==> config.mk <==
export PLATFORM = sky130hd
export DESIGN_NAME = temperature_alert_monitor_top
export DESIGN_NICKNAME = d
export VERILOG_FILES = /design/src/hdl/tam_pkg.sv /design/src/hdl/tam_front.sv /design/src/hdl/tam_queue.sv /design/src/hdl/tam_back.sv /design/src/hdl/temperature_alert_monitor_top.sv
export SDC_FILE = /design/constraint.sdc
export NUM_CORES = 1
export LEC_CHECK = 0
export ABC_AREA = 1
export BUFFER_PORTS_ARGS = -buffer_cell sky130_fd_sc_hd__buf_2
export CAP_MARGIN = 10
export CORE_UTILIZATION = 32
export DETAILED_ROUTE_END_ITERATION = 7
export GPL_ROUTABILITY_DRIVEN = 1
export PLACE_DENSITY_LB_ADDON = 0.12
export SLEW_MARGIN = 20
export SYNTH_ARGS = -nofsm -noshare
export SYNTH_HDL_FRONTEND = slang
export SYNTH_HIERARCHICAL = 1
export SYNTH_SLANG_ARGS = --single-unit
==> constraint.sdc <==
create_clock -name clk -period 2.72 [get_ports clk]
set_input_delay 0.408 -clock clk [delete_from_list [all_inputs] [get_ports clk]]
set_output_delay 0.408 -clock clk [all_outputs]
set_load 0.05 [all_outputs]
==> src/hdl/tam_pkg.sv <==
package tam_pkg;

  localparam int TEMP_W     = 12;
  localparam int CFG_TEMP_W = 12;
  localparam int CNT_OUT_W  = 16;
  localparam int TOTAL_W    = 28;
  localparam int DUR_W      = 24;
  localparam int BYTE_W     = 8;
  localparam int DIFF_W     = TEMP_W + 1;

  localparam int DEF_COUNT_WIDTH = 16;

  localparam logic signed [DIFF_W-1:0] STEP_ONE = DIFF_W'(20);
  localparam logic signed [DIFF_W-1:0] STEP_TWO = DIFF_W'(50);

  localparam logic signed [TEMP_W-1:0] TEMP_MAX = {1'b0, {(TEMP_W-1){1'b1}}};
  localparam logic signed [TEMP_W-1:0] TEMP_MIN = {1'b1, {(TEMP_W-1){1'b0}}};

  localparam logic [1:0] LVL_NORMAL = 2'd0;
  localparam logic [1:0] LVL_ONE    = 2'd1;
  localparam logic [1:0] LVL_TWO    = 2'd2;
  localparam logic [1:0] LVL_THREE  = 2'd3;

  localparam logic KIND_SAMPLE = 1'b0;
  localparam logic KIND_CLEAR  = 1'b1;

  localparam int APB_DATA_W = 32;
  localparam int APB_ADDR_W = 4;

  typedef enum logic [1:0] {
    REG_LOW_THRESHOLD  = 2'd0,
    REG_HIGH_THRESHOLD = 2'd1,
    REG_INTERVAL       = 2'd2,
    REG_ALERTS_NEEDED  = 2'd3
  } tam_reg_t;

  typedef struct packed {
    logic                     kind;
    logic signed [TEMP_W-1:0] temperature;
  } tam_in_t;

  typedef struct packed {
    logic [1:0]                level;
    logic                      run_alarm;
    logic [CNT_OUT_W-1:0]      run_length;
    logic [CNT_OUT_W-1:0]      sample_count;
    logic [CNT_OUT_W-1:0]      level_one_count;
    logic [CNT_OUT_W-1:0]      level_two_count;
    logic [CNT_OUT_W-1:0]      level_three_count;
    logic signed [TEMP_W-1:0]  lowest;
    logic signed [TEMP_W-1:0]  highest;
    logic signed [TOTAL_W-1:0] total;
    logic [DUR_W-1:0]          alert_minutes;
  } tam_out_t;

  typedef struct packed {
    logic signed [CFG_TEMP_W-1:0] low_threshold;
    logic signed [CFG_TEMP_W-1:0] high_threshold;
    logic [BYTE_W-1:0]            interval_minutes;
    logic [BYTE_W-1:0]            alerts_needed;
  } tam_cfg_t;

  // classified item between front and back
  typedef struct packed {
    logic                     kind;
    logic signed [TEMP_W-1:0] temperature;
    logic [1:0]               level;
  } tam_cls_t;

  function automatic logic [1:0] tam_grade(input logic signed [DIFF_W-1:0] diff);
    logic [1:0] lvl;
    if (diff <= STEP_ONE) begin
      lvl = LVL_ONE;
    end else if (diff <= STEP_TWO) begin
      lvl = LVL_TWO;
    end else begin
      lvl = LVL_THREE;
    end
    return lvl;
  endfunction

endpackage

==> src/hdl/tam_front.sv <==
module tam_front import tam_pkg::*; (
  input  logic     clk,
  input  logic     rst_n,
  input  tam_cfg_t cfg,
  input  logic     in_valid,
  output logic     in_stall,
  input  tam_in_t  in_data,
  output logic     cls_valid,
  input  logic     cls_ready,
  output tam_cls_t cls_data
);

  logic                     front_valid_r;
  logic                     front_valid_nxt;
  tam_cls_t                 front_item_r;
  tam_cls_t                 front_item_nxt;
  logic signed [DIFF_W-1:0] diff_lo;
  logic signed [DIFF_W-1:0] diff_hi;
  logic                     below;
  logic                     above;
  logic [1:0]               lvl;
  logic                     load;

  always_comb begin
    diff_lo = DIFF_W'(cfg.low_threshold) - DIFF_W'(in_data.temperature);
    diff_hi = DIFF_W'(in_data.temperature) - DIFF_W'(cfg.high_threshold);
    below   = in_data.temperature < cfg.low_threshold;
    above   = in_data.temperature > cfg.high_threshold;
    // low threshold is checked first when the two are crossed
    priority if (in_data.kind == KIND_CLEAR) begin
      lvl = LVL_NORMAL;
    end else if (below) begin
      lvl = tam_grade(diff_lo);
    end else if (above) begin
      lvl = tam_grade(diff_hi);
    end else begin
      lvl = LVL_NORMAL;
    end
  end

  assign in_stall = front_valid_r & ~cls_ready;
  assign load     = in_valid & ~in_stall;

  always_comb begin
    front_valid_nxt = front_valid_r;
    front_item_nxt  = front_item_r;
    if (load) begin
      front_valid_nxt          = 1'b1;
      front_item_nxt.kind        = in_data.kind;
      front_item_nxt.temperature = in_data.temperature;
      front_item_nxt.level       = lvl;
    end else if (cls_ready) begin
      front_valid_nxt = 1'b0;
    end
  end

  always_ff @(posedge clk) begin
    if (!rst_n) begin
      front_valid_r <= 1'b0;
    end else begin
      front_valid_r <= front_valid_nxt;
    end
    front_item_r <= front_item_nxt;
  end

  assign cls_valid = front_valid_r;
  assign cls_data  = front_item_r;

endmodule

==> src/hdl/tam_queue.sv <==
module tam_queue import tam_pkg::*; (
  input  logic     clk,
  input  logic     rst_n,
  input  logic     wr_valid,
  output logic     wr_ready,
  input  tam_cls_t wr_data,
  output logic     rd_valid,
  input  logic     rd_take,
  output tam_cls_t rd_data
);

  localparam int DEPTH = 2;
  localparam int PTR_W = $clog2(DEPTH);
  localparam int CNT_W = $clog2(DEPTH + 1);

  tam_cls_t         slot_r [DEPTH];
  logic [PTR_W-1:0] wr_ptr_r;
  logic [PTR_W-1:0] wr_ptr_nxt;
  logic [PTR_W-1:0] rd_ptr_r;
  logic [PTR_W-1:0] rd_ptr_nxt;
  logic [CNT_W-1:0] fill_r;
  logic [CNT_W-1:0] fill_nxt;
  logic             push;
  logic             pop;

  assign wr_ready = fill_r != CNT_W'(DEPTH);
  assign rd_valid = fill_r != '0;
  assign rd_data  = slot_r[rd_ptr_r];
  assign push     = wr_valid & wr_ready;
  assign pop      = rd_take & rd_valid;

  always_comb begin
    wr_ptr_nxt = push ? wr_ptr_r + PTR_W'(1) : wr_ptr_r;
    rd_ptr_nxt = pop ? rd_ptr_r + PTR_W'(1) : rd_ptr_r;
    fill_nxt   = fill_r + CNT_W'(push) - CNT_W'(pop);
  end

  always_ff @(posedge clk) begin
    if (!rst_n) begin
      wr_ptr_r <= '0;
      rd_ptr_r <= '0;
      fill_r   <= '0;
    end else begin
      wr_ptr_r <= wr_ptr_nxt;
      rd_ptr_r <= rd_ptr_nxt;
      fill_r   <= fill_nxt;
    end
    if (push) begin
      slot_r[wr_ptr_r] <= wr_data;
    end
  end

endmodule

==> src/hdl/tam_back.sv <==
module tam_back import tam_pkg::*; #(
  parameter int COUNT_WIDTH = DEF_COUNT_WIDTH
) (
  input  logic     clk,
  input  logic     rst_n,
  input  tam_cfg_t cfg,
  input  logic     cls_valid,
  output logic     cls_take,
  input  tam_cls_t cls_data,
  output logic     out_valid,
  input  logic     out_stall,
  output tam_out_t out_data
);

  localparam int CMP_W = (COUNT_WIDTH > BYTE_W) ? COUNT_WIDTH : BYTE_W;
  localparam logic [COUNT_WIDTH-1:0] CNT_MAX = '1;
  localparam logic signed [TOTAL_W-1:0] TOT_MAX = {1'b0, {(TOTAL_W-1){1'b1}}};
  localparam logic signed [TOTAL_W-1:0] TOT_MIN = {1'b1, {(TOTAL_W-1){1'b0}}};
  localparam logic [DUR_W-1:0] DUR_MAX = '1;

  logic                      out_valid_r, out_valid_nxt;
  logic [1:0]                level_r, level_nxt;
  logic [COUNT_WIDTH-1:0]    run_r, run_nxt;
  logic [COUNT_WIDTH-1:0]    seen_r, seen_nxt;
  logic [COUNT_WIDTH-1:0]    lvl1_r, lvl1_nxt;
  logic [COUNT_WIDTH-1:0]    lvl2_r, lvl2_nxt;
  logic [COUNT_WIDTH-1:0]    lvl3_r, lvl3_nxt;
  logic signed [TEMP_W-1:0]  min_r, min_nxt;
  logic signed [TEMP_W-1:0]  max_r, max_nxt;
  logic signed [TOTAL_W-1:0] sum_r, sum_nxt;
  logic [DUR_W-1:0]          dur_r, dur_nxt;
  logic signed [TOTAL_W:0]   sum_wide;
  logic [DUR_W:0]            dur_wide;
  logic [BYTE_W-1:0]         need;
  logic                      run_hit;
  logic signed [TEMP_W-1:0]  t;

  function automatic logic [COUNT_WIDTH-1:0] sat_inc(input logic [COUNT_WIDTH-1:0] v);
    return (v == CNT_MAX) ? v : v + COUNT_WIDTH'(1);
  endfunction

  assign need     = (cfg.alerts_needed == '0) ? BYTE_W'(1) : cfg.alerts_needed;
  assign cls_take = cls_valid & (~out_valid_r | ~out_stall);
  assign t        = cls_data.temperature;

  always_comb begin
    sum_wide = (TOTAL_W + 1)'(sum_r) + (TOTAL_W + 1)'(t);
    dur_wide = (DUR_W + 1)'(dur_r) + (DUR_W + 1)'(cfg.interval_minutes);
  end

  always_comb begin
    out_valid_nxt = cls_take | (out_valid_r & out_stall);
    level_nxt = level_r;
    run_nxt   = run_r;
    seen_nxt  = seen_r;
    lvl1_nxt  = lvl1_r;
    lvl2_nxt  = lvl2_r;
    lvl3_nxt  = lvl3_r;
    min_nxt   = min_r;
    max_nxt   = max_r;
    sum_nxt   = sum_r;
    dur_nxt   = dur_r;
    run_hit   = 1'b0;
    if (cls_take) begin
      level_nxt = cls_data.level;
      if (cls_data.kind == KIND_CLEAR) begin
        run_nxt  = '0;
        seen_nxt = '0;
        lvl1_nxt = '0;
        lvl2_nxt = '0;
        lvl3_nxt = '0;
        min_nxt  = TEMP_MAX;
        max_nxt  = TEMP_MIN;
        sum_nxt  = '0;
        dur_nxt  = '0;
      end else begin
        // total freezes once the sample count has saturated
        if (seen_r != CNT_MAX) begin
          if (sum_wide[TOTAL_W] != sum_wide[TOTAL_W-1]) begin
            sum_nxt = sum_wide[TOTAL_W] ? TOT_MIN : TOT_MAX;
          end else begin
            sum_nxt = sum_wide[TOTAL_W-1:0];
          end
        end
        seen_nxt = sat_inc(seen_r);
        if (t < min_r) begin
          min_nxt = t;
        end
        if (t > max_r) begin
          max_nxt = t;
        end
        unique case (cls_data.level)
          LVL_ONE:   lvl1_nxt = sat_inc(lvl1_r);
          LVL_TWO:   lvl2_nxt = sat_inc(lvl2_r);
          LVL_THREE: lvl3_nxt = sat_inc(lvl3_r);
          default:   ;
        endcase
        if (cls_data.level != LVL_NORMAL) begin
          run_nxt = sat_inc(run_r);
          run_hit = CMP_W'(run_nxt) >= CMP_W'(need);
          if (run_hit) begin
            dur_nxt = dur_wide[DUR_W] ? DUR_MAX : dur_wide[DUR_W-1:0];
          end
        end else begin
          run_nxt = '0;
        end
      end
    end
  end

  always_ff @(posedge clk) begin
    if (!rst_n) begin
      out_valid_r <= 1'b0;
      level_r     <= LVL_NORMAL;
      run_r       <= '0;
      seen_r      <= '0;
      lvl1_r      <= '0;
      lvl2_r      <= '0;
      lvl3_r      <= '0;
      min_r       <= TEMP_MAX;
      max_r       <= TEMP_MIN;
      sum_r       <= '0;
      dur_r       <= '0;
    end else begin
      out_valid_r <= out_valid_nxt;
      level_r     <= level_nxt;
      run_r       <= run_nxt;
      seen_r      <= seen_nxt;
      lvl1_r      <= lvl1_nxt;
      lvl2_r      <= lvl2_nxt;
      lvl3_r      <= lvl3_nxt;
      min_r       <= min_nxt;
      max_r       <= max_nxt;
      sum_r       <= sum_nxt;
      dur_r       <= dur_nxt;
    end
  end

  // statistics registers double as the output register: they only move on a take
  always_comb begin
    out_data.level             = level_r;
    out_data.run_alarm         = CMP_W'(run_r) >= CMP_W'(need);
    out_data.run_length        = CNT_OUT_W'(run_r);
    out_data.sample_count      = CNT_OUT_W'(seen_r);
    out_data.level_one_count   = CNT_OUT_W'(lvl1_r);
    out_data.level_two_count   = CNT_OUT_W'(lvl2_r);
    out_data.level_three_count = CNT_OUT_W'(lvl3_r);
    out_data.lowest            = min_r;
    out_data.highest           = max_r;
    out_data.total             = sum_r;
    out_data.alert_minutes     = dur_r;
  end

  assign out_valid = out_valid_r;

endmodule

==> src/hdl/temperature_alert_monitor_top.sv <==
// temperature alert monitor
// in channel: in_valid / in_stall / in_data carries one transaction per sample,
//   kind 0 is a temperature in signed tenths of a degree, kind 1 clears all statistics
// out channel: out_valid / out_stall / out_data carries one report per input
//   transaction: alert level of the sample plus the full statistics snapshot
// cfg port: APB-style writes to thresholds, interval and alerts_needed, at
//   byte addresses 0, 4, 8, 12; pready is always high, reads return the value
// datapath: the accept edge loads the front register; from there the
//   transaction passes through the queue into the statistics register;
//   throughput one transaction per cycle while out_stall is low, set by the
//   statistics update in the back end
// reset (rst_n low, synchronous): registers return to 15.0 / 30.0 degrees,
//   5 minutes and 3 samples, all statistics cleared, nothing in flight
// stall: a stalled result holds; the two-entry queue and the front register
//   keep absorbing input until both are full, then in_stall rises
module temperature_alert_monitor_top import tam_pkg::*; #(
  parameter int COUNT_WIDTH = DEF_COUNT_WIDTH
) (
  input  logic                  clk,
  input  logic                  rst_n,
  input  logic                  in_valid,
  output logic                  in_stall,
  input  tam_in_t               in_data,
  output logic                  out_valid,
  input  logic                  out_stall,
  output tam_out_t              out_data,
  input  logic                  cfg_psel,
  input  logic                  cfg_penable,
  input  logic                  cfg_pwrite,
  input  logic [APB_ADDR_W-1:0] cfg_paddr,
  input  logic [APB_DATA_W-1:0] cfg_pwdata,
  output logic [APB_DATA_W-1:0] cfg_prdata,
  output logic                  cfg_pready
);

  tam_cfg_t cfg_r, cfg_nxt;
  tam_reg_t reg_sel;
  logic     cfg_wr;

  logic     cls_valid, cls_ready;
  tam_cls_t cls_data;
  logic     q_valid, q_take;
  tam_cls_t q_data;

  // ---------------- configuration registers
  assign cfg_pready = 1'b1;
  assign reg_sel    = tam_reg_t'(cfg_paddr[APB_ADDR_W-1:2]);
  assign cfg_wr     = cfg_psel & cfg_penable & cfg_pwrite & cfg_pready;

  always_comb begin
    cfg_nxt = cfg_r;
    if (cfg_wr) begin
      unique case (reg_sel)
        REG_LOW_THRESHOLD:  cfg_nxt.low_threshold    = cfg_pwdata[CFG_TEMP_W-1:0];
        REG_HIGH_THRESHOLD: cfg_nxt.high_threshold   = cfg_pwdata[CFG_TEMP_W-1:0];
        REG_INTERVAL:       cfg_nxt.interval_minutes = cfg_pwdata[BYTE_W-1:0];
        REG_ALERTS_NEEDED:  cfg_nxt.alerts_needed    = cfg_pwdata[BYTE_W-1:0];
        default:            ;
      endcase
    end
  end

  always_comb begin
    unique case (reg_sel)
      REG_LOW_THRESHOLD:  cfg_prdata = APB_DATA_W'(cfg_r.low_threshold);
      REG_HIGH_THRESHOLD: cfg_prdata = APB_DATA_W'(cfg_r.high_threshold);
      REG_INTERVAL:       cfg_prdata = APB_DATA_W'(cfg_r.interval_minutes);
      REG_ALERTS_NEEDED:  cfg_prdata = APB_DATA_W'(cfg_r.alerts_needed);
      default:            cfg_prdata = '0;
    endcase
  end

  always_ff @(posedge clk) begin
    if (!rst_n) begin
      cfg_r.low_threshold    <= CFG_TEMP_W'(150);
      cfg_r.high_threshold   <= CFG_TEMP_W'(300);
      cfg_r.interval_minutes <= BYTE_W'(5);
      cfg_r.alerts_needed    <= BYTE_W'(3);
    end else begin
      cfg_r <= cfg_nxt;
    end
  end

  // ---------------- front: accept and classify
  tam_front u_front (
    .clk       (clk),
    .rst_n     (rst_n),
    .cfg       (cfg_r),
    .in_valid  (in_valid),
    .in_stall  (in_stall),
    .in_data   (in_data),
    .cls_valid (cls_valid),
    .cls_ready (cls_ready),
    .cls_data  (cls_data)
  );

  // ---------------- queue decoupling front and back
  tam_queue u_queue (
    .clk      (clk),
    .rst_n    (rst_n),
    .wr_valid (cls_valid),
    .wr_ready (cls_ready),
    .wr_data  (cls_data),
    .rd_valid (q_valid),
    .rd_take  (q_take),
    .rd_data  (q_data)
  );

  // ---------------- back: statistics update and report
  tam_back #(
    .COUNT_WIDTH (COUNT_WIDTH)
  ) u_back (
    .clk       (clk),
    .rst_n     (rst_n),
    .cfg       (cfg_r),
    .cls_valid (q_valid),
    .cls_take  (q_take),
    .cls_data  (q_data),
    .out_valid (out_valid),
    .out_stall (out_stall),
    .out_data  (out_data)
  );

endmodule

Yosys cells after proc, flatten, opt, wreduce, memory -nomap -nowiden
Memory sizes are Yosys's and may differ from the RTL's. A register that Yosys moved wholly into a read port is not among the register bits. Cells that the tools add are included. W data, S select, Z words.

Add/subtract/negate cells: 13. Multiply operators: 0. Divide/modulo/power cells: 0. $lt $le $gt $ge: 10. Equality and inequality tests: 18. Shift operators: 0. Mux-type cells: 40. Bitwise operators: 14. Reduce and logical (&&, ||, !) cells: 25.

Operators with widths (count): $mux W16 (14); $pmux W32 S4 (1); $mux W28 (4); $mux W24 (4); $add A16 B1 Y16 const B (5); $eq A16 B16 Y1 const B (5); $mux W12 (4); $ge A16 B8 Y1 (2); $add A28 B12 Y29 (1); $le A13 B6 Y1 const B (2); $le A13 B7 Y1 const B (2); $sub A12 B12 Y13 (2); $add A24 B8 Y25 (1); $gt A12 B12 Y1 (2); $lt A12 B12 Y1 (2); $reduce_bool A2 Y1 (11); $ne A16 B16 Y1 const B (1); $reduce_and A2 Y1 (8); $reduce_and A3 Y1 (4); $ne A2 B2 Y1 const B (5); $and A1 B1 Y1 (8); $eq A2 B2 Y1 const B (4); $logic_not A8 Y1 (1); $mux W1 (8); other kinds (10) (19).

Flip-flop bits (word level): 219. Bits in latches: 0. RAM bits: 30. Bits in read-only memories: 0. Bits of input ports: 56. Output and inout port bits: 194. Memories kept: 1.

Memories: u_queue.slot_r (words 2, width 15, rd ports 1, clocked after memory_dff 1, write ports 1, RTL line tam_queue.sv:16) `tam_cls_t slot_r [DEPTH];`.

Longest topological paths before layout
Depth in word-level cells: 6. Depth in mapped cells: 24.

By module
The synthesis kept the hierarchy.

Modules (own cells, without submodules): tam_back (times used 1, cells each 1794, area each 11663.7 um^2, seq. area each 3183.1 um^2); tam_front (times used 1, cells each 448, area each 2551.2 um^2, seq. area each 470.5 um^2); temperature_alert_monitor_top (times used 1, cells each 303, area each 1989.4 um^2, seq. area each 800.8 um^2); tam_queue (times used 1, cells each 83, area each 1373.8 um^2, seq. area each 1001.0 um^2).

Worst setup path after synthesis
No wires, ideal clock.

Path type: register to output. Start point: register u_back.run_r[0]. End point: output port out_data[156] in the netlist's numbering. Arrival time: 2.797 ns. Slack: -0.485 ns. Cell stages (with the launch flop): 10. Cells stage by stage: dfxtp_1 -> inv_1 -> ha_1 -> inv_1 -> a21boi_0 -> o211ai_1 -> a21boi_0 -> o21a_1 -> nor2_1 -> o21ai_0.

RTL lines: from (decl) (RTL line tam_back.sv:23) `logic [COUNT_WIDTH-1:0] run_r, run_nxt;`; from (signal assigned) (RTL line tam_back.sv:127) `run_r <= run_nxt;`; to (decl) (RTL line temperature_alert_monitor_top.sv:26) `output tam_out_t out_data,`.

==> results.md <==
- HP Class: input pin to flop
- Routability cong.: 0.881
- Grt total ovfl: 0
- I/O pins: 250
- Layout cells sized above 1: 29.5%
- Clk pin slew, worst setup/hold paths: 60 ps
- Skew-Pair Late Insertion Delay: 550 ps
- Peak VDD IR: 0.442 mV
- Hold WS: 108 ps
- Area of the core: 54000 um^2
- Root Driver: clkbuf_16
- Setup crit end kind: output pin
- Yosys cell types: 53
- Slew HR: 53.6%
- Worst EP arrival: 2500 ps
- Die H: 236 um
- Dpl cell area: 20500 um^2
- Final Setup Violations: 29
- First-pass GRT wire length: 91800 um
- Fin crit share: 107%
- Pre-antenna DRT Iters: 6
- WS Path Type: flop to output pin
- Total Wirelength: 59200 um
- Via density per instance: 4.88
- HPWL Detailed: 43600 um
- Dpl cells: 3638
- Reg-to-Reg Start: u_queue/slot_r[1][13]$_DFFE_PP_
- Hold_sp: cfg_pwdata[5]
- Syn. warnings: 6
- WP data required: 2310 ps
- Via count: 18200
- Endpoints failing hold: 0
- DRT antenna net count: 0
- Pwr dens: 846 nW/um^2
- Finished layout cell area: 23700 um^2
- CP Launch Point: cfg_r[7]$_SDFFE_PN0P_
- Area Growth Syn to Fin: 34.8%
- Nets: 3183
- DR iter-0 viols: 911
- Fin Clk Skew: 16.4 ps
- Non-filler cells, final: 3738
- Cell Area, Synth: 17600 um^2
- Cells after synthesis: 2628
- Critical Path Fanout Max: 3
- Initial Util: 32.5%
- Worst setup SP type: flop
- Setup slack after layout: -184 ps
- IO buf count: 226
- Synth Register Bits: 250
- Max clock buf depth: 3
- Avg Inst Size Synth: 6.69 um^2
- Register area share after synthesis: 31.0%
- Unrepaired setup endpoints after global routing: true
- Largest net degree at the start of global routing: 60
- Lkg Pwr: 0.0111 uW
- Total power: 20000 uW
- Die Wd: 236 um
- DRC viols: 0
- Worst-Margin Slew: 696 ps
- Max cap viols: 0
- CTS tree: done
- Initial antenna violation count: 2
- Wire per inst: 15.8 um
- Syn nets: 2793
- H-tree depth reported by CTS: 2
- Count of final max-slew check failures: 0
- Minimum clock period: 2900 ps
- GRT Util Overall: 20.5%
- Die area: 55900 um^2
- Failing checks: negative setup slack
- TritonCTS Buffers: 34
- Vias in the first global route: 17400
- F_max: 344 MHz
- Num rows: 85
- Outcome: finished with violations
- Clock Sinks: 250
layout by cell type (no fill, tap or decap), types with 6 or more instances in the layout:
cell       synthesis  layout
a21oi_2           32      56
buf_16             0       6
clkinv_2           0       8
nand2_4            1      19
dfxtp_4            0       6
nand3_2           24      73
nor2_2            18      24
buf_4             26     179
xor2_1            29      28
clkbuf_16          0      38
dfxtp_1          205     185
nand3_4            1      15
xnor2_1           20      20
o21ai_0           52      44
nor2_4             5      12
ha_4               0      31
nand3_1          289     226
inv_2              7      14
inv_1            346     338
o21ai_1            2       6
nand4_1           47      47
nand3b_1          10      10
nand2_2           21      78
o21bai_1          10      10
a21oi_1          156     125
nor3_1            47      42
nor2_1           244     231
buf_2             20     225
nor4_1             9       8
mux2_4            10      17
ha_1             105      73
a21oi_4            1       8
a21o_1             6       6
edfxtp_1          45      45
dfxtp_2            0      14
nand2_1          740     663
buf_6              7      22
buf_12             3      10
clkbuf_8           0       9
a211oi_1           8       7
power by group:
group | internal (uW) | leakage [uW] | switching (uW)
logic | 4350 | 0.00840 | 6580
registers | 4190 | 0.00210 | 424
clock network | 2700 | 0.000560 | 1810
Yosys cell counts, drive strengths merged:
master / number / area, um^2
a31o: 2 / 17.5
clkbuf: 28 / 105
inv: 353 / 1330
or2: 3 / 18.8
o211ai: 3 / 22.5
ha: 105 / 1310
conb: 1 / 3.75
o31a: 1 / 8.76
nand2: 762 / 2920
o21bai: 10 / 75.1
and2: 5 / 31.3
nor4: 10 / 77.6
a22o: 4 / 35.0
a41o: 1 / 10.0
nand3: 314 / 1700
mux2: 15 / 206
xor2: 29 / 254
a31oi: 1 / 6.26
dfxtp: 205 / 4100
nor3b: 3 / 27.5
xnor2: 20 / 175
a21boi: 4 / 30.0
nand4: 49 / 319
a21o: 6 / 45.0
nor2: 267 / 1080
a21oi: 189 / 1080
nand3b: 10 / 75.1
buf: 65 / 468
edfxtp: 45 / 1350
o21ai: 54 / 270
a211oi: 8 / 60.1
nor3: 48 / 245
o21a: 4 / 30.0
fa: 4 / 80.1
stage by stage:
| step | setup WS, ps | setup TNS [ps] | util, % |
|---|---|---|---|
| 3_5_place_dp | -244 | -8710 | 38.0 |
| 2_1_floorplan | 5.73 | 0 | - |
| 3_3_place_gp | -235 | -7450 | 38.0 |
| 4_1_cts | -273 | -1120 | 42.2 |
| 6_report | -184 | -1300 | 43.9 |
| 5_1_grt | -322 | -9490 | 43.9 |
layout make-up:
type,instances,area [um^2]
tap,696,871
clock buffer,46,1010
antenna,1,2.50
clock inverter,13,115
timing repair buffer,445,3160
fill,5614,30300
inverter,353,1330
multi-input combinational,1934,11700
sequential,250,5500
registers in the layout, summed over array words and instances, names as in the netlist, 2 cells and up, named ones only:
signal            flops
cfg_r                40
u_queue/slot_r       30
u_back/sum_r         28
u_back/dur_r         24
u_back/lvl1_r        16
u_back/lvl2_r        16
u_back/lvl3_r        16
u_back/run_r         16
u_back/seen_r        16
u_front/cls_data     15
u_back/max_r         12
u_back/min_r         12
u_back/level_r        2
u_queue/fill_r        2
critical path: stages, from the launching register on:
cell and delay [ps]:
dfxtp_1 350, inv_1 130, a41o_1 280, ha_1 280
inv_1 50, a21boi_1 50, o211ai_1 160, a21boi_1 80
o21a_1 210, nor2_4 130, o21ai_2 70, buf_6 160
final timing paths:
kind / end / slack [ps] / depth (start not counted)
max: out_data[156] / -180 / 11
min reg2reg: u_queue/slot_r[0][5]$_DFFE_PP_ / 440 / 0
min: cfg_r[21]$_SDFFE_PN1P_ / 110 / 3
max reg2reg: u_back/sum_r[6]$_SDFFE_PN0P_ / -100 / 18
metal layers:
layer	vias to the layer above	wire (um)	GRT usage, %	share of wire [%]
met2	390	28400	35.1	48
met5	-	20	0	0.034
met1	8426	26300	25.7	44
li1	9309	-	-	-
met3	100	2680	3.65	4.5
met4	2	1820	7.14	3.1
repair_timing:
| item | in CTS | in global routing |
|---|---|---|
| gates cloned | 8 | 6 |
| hold buffers | 0 | 0 |
| gates resized for setup | 168 | 174 |
| pin swaps | 35 | 90 |
| setup buffers | 16 | 10 |
| setup endpoints to repair | 76 | 79 |
| hold endpoints to repair | 0 | 0 |
cell families (layout without fill, tap and decap cells):
logic type               count (synthesis)  after routing  share of synthesized area [%]
adder cells (fa/ha/maj)                109            109                           7.93
XOR/XNOR                                49             49                           2.44
AO/OA/AOI/OAI                          287            287                           9.60
buffers and inverters                  446            857                           10.8
AND/OR/NAND/NOR                       1471           1471                           37.0
multiplexers                            15             17                           1.17
flip-flops                             250            250                           31.0
other                                    1              2                         0.0213
Power figures use the tool's default switching activity.
